--- src/hdl/erbf_pkg.sv ---
// Types, constants and the resync sequence table of the escape and resync byte filter.
package erbf_pkg;

	localparam int unsigned SEQ_LEN = 9;
	localparam logic [3:0] SEQ_LAST = 4'(SEQ_LEN - 1);

	localparam logic [7:0] ESC_BYTE = 8'hD3;
	localparam logic [7:0] RESYNC_LEAD = 8'hD2;
	localparam logic [7:0] LF_BYTE = 8'h0A;
	localparam logic [7:0] CR_BYTE = 8'h0D;

	localparam logic [15:0] TIMEOUT_RESET = 16'd5000;
	localparam logic [16:0] AGE_MAX = 17'h1FFFF;

	localparam logic FUNC_BYTE = 1'b0;
	localparam logic FUNC_TICK = 1'b1;

	typedef enum logic [2:0] {
		KIND_FWD,
		KIND_CMD_BYTE,
		KIND_CMD_END,
		KIND_CMD_LONG,
		KIND_RESYNC
	} kind_t;

	typedef struct packed {
		logic       func;
		logic [7:0] data_byte;
	} in_req_t;

	typedef struct packed {
		kind_t      kind;
		logic [7:0] value;
		logic       last;
	} out_req_t;

	typedef struct packed {
		logic accept;
		logic flush_emit;
		logic cmd_read;
		logic cmd_send;
		logic cmd_end;
	} dp_cmd_t;

	typedef struct packed {
		logic out_free;
		logic go_flush;
		logic go_cmd;
		logic flush_last;
		logic cmd_last;
	} dp_status_t;

	// LF LF 0xD2 E S Y N C LF
	function automatic logic [7:0] resync_byte(input logic [3:0] idx);
		logic [7:0] r;
		case (idx)
			4'd0: r = LF_BYTE;
			4'd1: r = LF_BYTE;
			4'd2: r = RESYNC_LEAD;
			4'd3: r = 8'h45;
			4'd4: r = 8'h53;
			4'd5: r = 8'h59;
			4'd6: r = 8'h4E;
			4'd7: r = 8'h43;
			4'd8: r = LF_BYTE;
			default: r = 8'h00;
		endcase
		return r;
	endfunction

endpackage

--- src/hdl/erbf_ram.sv ---
// Generic single-write, single-read RAM with registered read data.
module erbf_ram #(
	parameter int unsigned WIDTH = 8,
	parameter int unsigned DEPTH = 48,
	localparam int unsigned AW = $clog2(DEPTH)
) (
	input  logic             clk,
	input  logic             we,
	input  logic [AW-1:0]    waddr,
	input  logic [WIDTH-1:0] wdata,
	input  logic             re,
	input  logic [AW-1:0]    raddr,
	output logic [WIDTH-1:0] rdata
);

	logic [WIDTH-1:0] mem_q [DEPTH];
	logic [WIDTH-1:0] rdata_q;

	always_ff @(posedge clk) begin
		if (we)
			mem_q[waddr] <= wdata;
		if (re)
			rdata_q <= mem_q[raddr];
	end

	assign rdata = rdata_q;

endmodule

--- src/hdl/erbf_ctrl.sv ---
// Sequencing state machine: item acceptance, flush runs and command line read-out.
module erbf_ctrl import erbf_pkg::*; (
	input  logic       clk,
	input  logic       arst_n,
	input  logic       in_valid,
	output logic       in_stall,
	input  dp_status_t status,
	output dp_cmd_t    cmd
);

	typedef enum logic [2:0] {
		ST_IDLE,
		ST_FLUSH,
		ST_CMD_RD,
		ST_CMD_SEND,
		ST_CMD_END
	} state_t;

	state_t state_q;
	state_t state_d;

	always_comb begin
		cmd = '0;
		state_d = state_q;
		in_stall = 1'b1;
		case (state_q)
			ST_IDLE: begin
				in_stall = !status.out_free;
				if (in_valid && status.out_free) begin
					cmd.accept = 1'b1;
					if (status.go_flush)
						state_d = ST_FLUSH;
					else if (status.go_cmd)
						state_d = ST_CMD_RD;
				end
			end
			ST_FLUSH: begin
				if (status.out_free) begin
					cmd.flush_emit = 1'b1;
					if (status.flush_last)
						state_d = ST_IDLE;
				end
			end
			ST_CMD_RD: begin
				cmd.cmd_read = 1'b1;
				state_d = ST_CMD_SEND;
			end
			ST_CMD_SEND: begin
				if (status.out_free) begin
					cmd.cmd_send = 1'b1;
					state_d = status.cmd_last ? ST_CMD_END : ST_CMD_RD;
				end
			end
			ST_CMD_END: begin
				if (status.out_free) begin
					cmd.cmd_end = 1'b1;
					state_d = ST_IDLE;
				end
			end
			default: state_d = ST_IDLE;
		endcase
	end

	always_ff @(posedge clk or negedge arst_n) begin
		if (!arst_n)
			state_q <= ST_IDLE;
		else
			state_q <= state_d;
	end

endmodule

--- src/hdl/erbf_datapath.sv ---
// Datapath: match and command state, line store, flush and read-out counters, result register.
module erbf_datapath import erbf_pkg::*; #(
	parameter int unsigned CMD_BUFFER_BYTES = 48
) (
	input  logic        clk,
	input  logic        arst_n,
	input  in_req_t     in_data,
	input  logic        out_stall,
	input  logic        cfg_wr_en,
	input  logic [15:0] cfg_wr_data,
	input  dp_cmd_t     cmd,
	output dp_status_t  status,
	output logic        out_valid,
	output out_req_t    out_data
);

	localparam int unsigned LW = $clog2(CMD_BUFFER_BYTES);

	logic [15:0]   timeout_q;
	logic [3:0]    match_len_q;
	logic [16:0]   age_q;
	logic          in_cmd_q;
	logic [LW-1:0] cmd_len_q;
	logic          cmd_ovf_q;
	logic          last_cr_q;
	logic [3:0]    flush_n_q;
	logic [3:0]    flush_idx_q;
	logic          trail_q;
	logic [7:0]    trail_byte_q;
	logic [LW-1:0] emit_len_q;
	logic [LW-1:0] cmd_idx_q;
	logic          out_valid_q;
	out_req_t      out_q;

	logic [7:0]    b;
	logic          seq_hit;
	logic [16:0]   age_inc;
	logic          timed_out;
	logic          strip;
	logic [LW-1:0] line_len;
	logic          store_room;

	logic [3:0]    ml_d;
	logic [16:0]   age_d;
	logic          in_cmd_d;
	logic [LW-1:0] len_d;
	logic          ovf_d;
	logic          cr_d;
	logic [3:0]    fl_n;
	logic          fl_trail;
	logic          imm_valid;
	out_req_t      imm_out;
	logic          go_cmd;
	logic          store_we;

	logic          fl_more;
	out_req_t      fl_item;
	logic [7:0]    ram_rdata;

	assign b = in_data.data_byte;
	assign seq_hit = (b == resync_byte(match_len_q));
	assign age_inc = (age_q == AGE_MAX) ? age_q : age_q + 17'd1;
	assign timed_out = age_inc > {1'b0, timeout_q};
	assign strip = (cmd_len_q != '0) && last_cr_q;
	assign line_len = cmd_len_q - LW'(strip);
	assign store_room = ({1'b0, cmd_len_q} + (LW+1)'(1)) < (LW+1)'(CMD_BUFFER_BYTES);

	// next state and first result of the request on offer
	always_comb begin
		ml_d = match_len_q;
		age_d = age_q;
		in_cmd_d = in_cmd_q;
		len_d = cmd_len_q;
		ovf_d = cmd_ovf_q;
		cr_d = last_cr_q;
		fl_n = '0;
		fl_trail = 1'b0;
		imm_valid = 1'b0;
		imm_out = '{kind: KIND_FWD, value: 8'h00, last: 1'b1};
		go_cmd = 1'b0;
		store_we = 1'b0;

		if (in_data.func == FUNC_TICK) begin
			if (match_len_q != '0) begin
				age_d = age_inc;
				if (timed_out) begin
					fl_n = match_len_q;
					ml_d = '0;
				end
			end
		end else if (in_cmd_q) begin
			if (b == LF_BYTE) begin
				in_cmd_d = 1'b0;
				len_d = '0;
				ovf_d = 1'b0;
				if (cmd_ovf_q) begin
					imm_valid = 1'b1;
					imm_out.kind = KIND_CMD_LONG;
				end else if (line_len == '0) begin
					imm_valid = 1'b1;
					imm_out.kind = KIND_CMD_END;
				end else begin
					go_cmd = 1'b1;
				end
			end else if (!cmd_ovf_q) begin
				if (store_room) begin
					store_we = 1'b1;
					len_d = cmd_len_q + LW'(1);
					cr_d = (b == CR_BYTE);
				end else begin
					ovf_d = 1'b1;
				end
			end
		end else if (b == ESC_BYTE) begin
			fl_n = match_len_q;
			ml_d = '0;
			in_cmd_d = 1'b1;
			len_d = '0;
			ovf_d = 1'b0;
		end else if (seq_hit) begin
			if (match_len_q == '0)
				age_d = '0;
			if (match_len_q == SEQ_LAST) begin
				ml_d = '0;
				imm_valid = 1'b1;
				imm_out.kind = KIND_RESYNC;
			end else begin
				ml_d = match_len_q + 4'd1;
			end
		end else begin
			fl_n = match_len_q;
			if (b == LF_BYTE) begin
				ml_d = 4'd1;
				age_d = '0;
			end else begin
				ml_d = '0;
				fl_trail = 1'b1;
			end
		end

		if (fl_n != '0) begin
			imm_valid = 1'b1;
			imm_out = '{kind: KIND_FWD, value: resync_byte(4'd0),
				last: (fl_n == 4'd1) && !fl_trail};
		end else if (fl_trail) begin
			imm_valid = 1'b1;
			imm_out = '{kind: KIND_FWD, value: b, last: 1'b1};
		end
	end

	// rest of a flush run: held bytes, then the byte that broke the match
	assign fl_more = flush_idx_q < flush_n_q;
	always_comb begin
		if (fl_more)
			fl_item = '{kind: KIND_FWD, value: resync_byte(flush_idx_q),
				last: (flush_idx_q == flush_n_q - 4'd1) && !trail_q};
		else
			fl_item = '{kind: KIND_FWD, value: trail_byte_q, last: 1'b1};
	end

	assign status.out_free = !out_valid_q || !out_stall;
	assign status.go_flush = (fl_n > 4'd1) || ((fl_n == 4'd1) && fl_trail);
	assign status.go_cmd = go_cmd;
	assign status.flush_last = fl_item.last;
	assign status.cmd_last = (cmd_idx_q == emit_len_q - LW'(1));

	erbf_ram #(
		.WIDTH(8),
		.DEPTH(CMD_BUFFER_BYTES)
	) u_store (
		.clk  (clk),
		.we   (cmd.accept && store_we),
		.waddr(cmd_len_q),
		.wdata(b),
		.re   (cmd.cmd_read),
		.raddr(cmd_idx_q),
		.rdata(ram_rdata)
	);

	always_ff @(posedge clk or negedge arst_n) begin
		if (!arst_n) begin
			timeout_q <= TIMEOUT_RESET;
			match_len_q <= '0;
			age_q <= '0;
			in_cmd_q <= 1'b0;
			cmd_len_q <= '0;
			cmd_ovf_q <= 1'b0;
			last_cr_q <= 1'b0;
			flush_n_q <= '0;
			flush_idx_q <= '0;
			trail_q <= 1'b0;
			emit_len_q <= '0;
			cmd_idx_q <= '0;
			out_valid_q <= 1'b0;
		end else begin
			if (cfg_wr_en)
				timeout_q <= cfg_wr_data;
			if ((cmd.accept && imm_valid) || cmd.flush_emit || cmd.cmd_send || cmd.cmd_end)
				out_valid_q <= 1'b1;
			else if (!out_stall)
				out_valid_q <= 1'b0;
			if (cmd.accept) begin
				match_len_q <= ml_d;
				age_q <= age_d;
				in_cmd_q <= in_cmd_d;
				cmd_len_q <= len_d;
				cmd_ovf_q <= ovf_d;
				last_cr_q <= cr_d;
				flush_n_q <= fl_n;
				flush_idx_q <= 4'd1;
				trail_q <= fl_trail;
				emit_len_q <= line_len;
				cmd_idx_q <= '0;
			end
			if (cmd.flush_emit) begin
				if (fl_more)
					flush_idx_q <= flush_idx_q + 4'd1;
			end
			if (cmd.cmd_send)
				cmd_idx_q <= cmd_idx_q + LW'(1);
		end
	end

	always_ff @(posedge clk) begin
		if (cmd.accept) begin
			trail_byte_q <= b;
			if (imm_valid)
				out_q <= imm_out;
		end
		if (cmd.flush_emit)
			out_q <= fl_item;
		if (cmd.cmd_send)
			out_q <= '{kind: KIND_CMD_BYTE, value: ram_rdata, last: 1'b0};
		if (cmd.cmd_end)
			out_q <= '{kind: KIND_CMD_END, value: 8'h00, last: 1'b1};
	end

	assign out_valid = out_valid_q;
	assign out_data = out_q;

endmodule

--- src/hdl/escape_and_resync_byte_filter.sv ---
// Top level of the escape and resync byte filter: controller plus datapath.
//
//  channel  | handshake            | payload
//  ---------+----------------------+---------------------------------
//  in       | in_valid / in_stall  | in_data   (func, data_byte)
//  out      | out_valid / out_stall| out_data  (kind, value, last)
//  cfg      | cfg_wr_en            | cfg_wr_data (flush timeout, ticks)
//
// A request with at most one result is accepted from the idle state, its result in the
// output register the cycle after; the next request may be taken at the edge that result leaves.
// A flush run emits each result after the first from the flush state while the output is free
// (up to nine results in all). A command line reads each stored byte from the line store
// (a registered read), then loads it to the output, and ends with an end marker.
// Input stalls for the whole of a run, and whenever the output register is
// full and stalled. Reset clears all control state at once; no clearing pass.
module escape_and_resync_byte_filter import erbf_pkg::*; #(
	parameter int unsigned CMD_BUFFER_BYTES = 48
) (
	input  logic        clk,
	input  logic        arst_n,
	input  logic        in_valid,
	output logic        in_stall,
	input  in_req_t     in_data,
	output logic        out_valid,
	input  logic        out_stall,
	output out_req_t    out_data,
	input  logic        cfg_wr_en,
	input  logic [15:0] cfg_wr_data
);

	dp_cmd_t    cmd;
	dp_status_t status;

	erbf_ctrl u_ctrl (
		.clk     (clk),
		.arst_n  (arst_n),
		.in_valid(in_valid),
		.in_stall(in_stall),
		.status  (status),
		.cmd     (cmd)
	);

	erbf_datapath #(
		.CMD_BUFFER_BYTES(CMD_BUFFER_BYTES)
	) u_dp (
		.clk        (clk),
		.arst_n     (arst_n),
		.in_data    (in_data),
		.out_stall  (out_stall),
		.cfg_wr_en  (cfg_wr_en),
		.cfg_wr_data(cfg_wr_data),
		.cmd        (cmd),
		.status     (status),
		.out_valid  (out_valid),
		.out_data   (out_data)
	);

endmodule

--- config.mk ---
export PLATFORM = sky130hd
export DESIGN_NAME = escape_and_resync_byte_filter
export DESIGN_NICKNAME = d
export VERILOG_FILES = /design/src/hdl/erbf_pkg.sv /design/src/hdl/erbf_ram.sv /design/src/hdl/erbf_ctrl.sv /design/src/hdl/erbf_datapath.sv /design/src/hdl/escape_and_resync_byte_filter.sv
export SDC_FILE = /design/constraint.sdc
export NUM_CORES = 1
export LEC_CHECK = 0
export ABC_AREA = 1
export BUFFER_PORTS_ARGS = -buffer_cell sky130_fd_sc_hd__buf_2
export CORE_MARGIN = 2
export CORE_UTILIZATION = 56
export DETAILED_ROUTE_END_ITERATION = 8
export PLACE_DENSITY = 0.68
export RECOVER_POWER = 50
export REMOVE_ABC_BUFFERS = 1
export SYNTH_ARGS = -nofsm -noshare
export SYNTH_HDL_FRONTEND = slang
export SYNTH_SLANG_ARGS = --single-unit
--- constraint.sdc ---
create_clock -name clk -period 4.15 [get_ports clk]
set_clock_uncertainty 0.15 [all_clocks]
set_input_delay 0.2075 -clock clk [delete_from_list [all_inputs] [get_ports clk]]
set_output_delay 0.2075 -clock clk [all_outputs]
set_load 0.01 [all_outputs]
==> out/qor.txt <==
sequential element share of the synthesized area -> 65.3%
top achievable clock speed -> 0.251 GHz
H-tree levels -> 2
Yosys reg bits -> 483
type of origin of the critical path -> register
Place WS -> -185 ps
GPL Wtd Cong -> 0.918
clock tree sinks -> 483
commonest cells after routing, fill and taps aside -> edfxtp_1, nor2_1, o21ai_0
Total Power -> 0.0118 W
core area -> 37800 um2
drt pass-1 iters -> 7
fraction of registers with async set/reset -> 14.7%
most common cell after layout, fill and taps aside -> edfxtp_1
Root Buffer -> clkbuf_16
full die area -> 40000 um2
Final Hold Fails -> 0
Site Rows -> 71
clk buf depth -> 3
critical path data arrival time -> 4310 ps
vias -> 15848
global-route wire length before repair -> 84900 um
final setup TNS -> 0 ps
clock latency on the worst-skew pair -> 590 ps
CP Max Fanout -> 6
failing checks -> max-capacitance violations, max-slew violations
Post-Syn Area per Cell -> 10.7 um2
FILL cells -> 2963
initial antenna violation count -> 0
DR WL met2 -> 26600 um
Top Layer Used -> met4
area grow syn2layout -> 15.2%
met1 wire length -> 23000 um
vias in the first global route -> 15216
max cap viols -> 8
clock-pin slew on the worst setup and hold paths -> 60 ps
largest net degree at the start of global routing -> 100
HP Class -> input port to register
number of synthesized flops with an enable pin -> 400
Synth cell types -> 48
minimum clock period -> 3980 ps
post-route ant nets -> 0
Post-Syn Area -> 21500 um2
Worst-Margin Slew -> 2610 ps
Inserted Clock Buffers -> 49
via/cell ratio -> 5.89
CTS tree -> done
YS warnings -> 0
headroom to the max-slew limit -> -74.2%
routed len/inst -> 20.7 um
Chip Height -> 200 um
Peak VDD IR -> 0.411 mV
DR iter-0 viols -> 1325
Final nets -> 2209
final WL -> 55600 um
CP required -> 4480 ps
post-route worst setup slack -> 169 ps
chip width -> 200 um
Port-buffer cells -> 43
layout cells sized above 1 -> 10.8%
DRC errors left -> 0
cells after synthesis -> 2014
status -> finished with violations
num ports -> 44
Slew Limit Fails -> 411
Cell Area, Placed -> 22600 um2
Lkg Pwr -> 9.19 nW
design area -> 24800 um2
dominant synthesized flop cell -> edfxtp_1
Detailed Place HPWL -> 34100 um
ANT cells -> 0
starting density of the core -> 57.0%
global route total overflow -> 0
routed wl met3 -> 4080 um
final setup violation count -> 0
final core occ -> 65.6%
gr usage total -> 28.3%
endpoint class of the critical path -> register
Power per Cell Area -> 477 nW/um2
Final period util -> 95.9%
critical path type -> register to register
RSZ-0062 raised after global routing -> true
## per-layer routing
metal | vias to the layer above | GRT usage [%]
met3 | 126 | 3.78
met4 | 0 | 11.1
met2 | 646 | 46.6
li1 | 7393 | -
met1 | 7683 | 38.5
met5 | - | 0
## flip-flops by register name (all words and copies together), names as in the netlist, 4 cells and up
register / cells
u_dp.u_store.mem_q: 384
u_dp.age_q: 17
u_dp.timeout_q: 16
u_dp.out_data: 12
u_dp.trail_byte_q: 8
u_dp.u_store.rdata: 8
u_dp.cmd_idx_q: 6
u_dp.cmd_len_q: 6
u_dp.emit_len_q: 6
u_dp.flush_idx_q: 4
u_dp.flush_n_q: 4
u_dp.match_len_q: 4
## Yosys cell counts (3+ instances only)
cell type	instances	area [um2]
nor3_1	13	65.1
o31ai_1	3	22.5
clkinv_1	5	18.8
inv_1	124	465
nand4_1	16	100
dfstp_2	5	131
o22ai_1	92	576
inv_2	3	11.3
nand2_1	222	833
buf_2	8	40.0
nor2_1	381	1430
nand2_2	6	37.5
nand3_1	73	365
xor2_1	22	193
a21oi_1	22	110
o21ai_0	312	1560
o211ai_1	18	135
nand3b_1	4	30.0
dfrtp_1	66	1650
a31oi_1	8	50.1
clkbuf_1	90	338
xnor2_1	5	43.8
nand2_4	3	33.8
nor4_1	7	43.8
nand3_2	5	50.1
o221ai_1	16	140
o41ai_1	3	26.3
dfxtp_1	12	240
o32ai_1	5	43.8
edfxtp_1	400	12000
nor2_4	4	45.0
ha_1	37	463
## cell families after synthesis
| kind of cell | after synthesis | synth area share, % |
|---|---|---|
| XOR/XNOR | 27 | 1.10 |
| adder cells (fa/ha/maj) | 37 | 2.15 |
| flip-flops | 483 | 65.3 |
| AO/OA/AOI/OAI | 493 | 12.9 |
| AND/OR/NAND/NOR | 737 | 14.2 |
| multiplexers | 2 | 0.105 |
| buffers and inverters | 235 | 4.23 |
## per-stage QoR
step           hold slack, ps  cells
6_report                 22.0   2692
5_1_grt                  63.0   2692
4_1_cts                  8.26   2684
3_5_place_dp              262   2538
3_3_place_gp              248   2538
2_1_floorplan            -238   1912
## layout make-up
| class | count | area (um2) | area share [%] |
|---|---|---|---|
| Clock inverter | 29 | 215 | 0.869 |
| Multi-Input combinational cell | 1297 | 6700 | 27.1 |
| Sequential cell | 483 | 14000 | 56.7 |
| Tap cell | 511 | 639 | 2.58 |
| Timing Repair Buffer | 178 | 1370 | 5.54 |
| Clock buffer | 61 | 1290 | 5.22 |
| Inverter | 133 | 504 | 2.04 |
## worst max-delay path, stage by stage, from the launching register on
cell and delay (ps):
dfrtp_1 400, ha_2 220, nand2_4 80, nor2_4 40, nand2_2 70, nor2_2 40, nand2_1 70, nand3b_1 110
nor2_2 160, nand2_2 90, nor2_4 130, nand2_2 90, nor2_4 140, nand3_2 90, xor2_2 160, ha_1 320
nand3_2 80, nor3_2 210, nand4_1 140, buf_6 170, nand3b_1 100, nand2_2 80, nor2_4 180, nand3_2 100
nand2_4 150, nand2_8 110, o21bai_1 160, nor2_1 60
## timing repair
action,4_1_cts,5_1_grt
endpoints found under the hold margin,105,0
setup buffers,1,7
pin swaps,1,26
cloned,0,1
gates resized for setup,3,36
hold buffers,55,0
setup endpoints to repair,16,20
## where the power goes
part           total (W)  internal (W)  switching, W
logic            0.00192      0.000600       0.00132
registers        0.00573       0.00550      0.000225
clock network    0.00416       0.00234       0.00183
total             0.0118       0.00844       0.00337
## path summary, 6_finish.rpt
kind / startpoint / to / slack (ps) / cells after the start
setup / recovery: u_dp.age_q[1] / u_dp.out_data[5] / 170 / 27
hold / removal: cfg_wr_en / u_dp.timeout_q[6] / 20 / 2
setup reg to reg: u_dp.age_q[1] / u_dp.out_data[5] / 170 / 27
hold reg to reg: u_dp.emit_len_q[1] / u_dp.emit_len_q[1] / 340 / 2
max in group asynchronous: arst_n / u_dp.cmd_idx_q[0] / 2000 / 2
min in group asynchronous: arst_n / u_dp.timeout_q[5] / 510 / 2
Note: power is estimated with default switching activity, not from simulation.
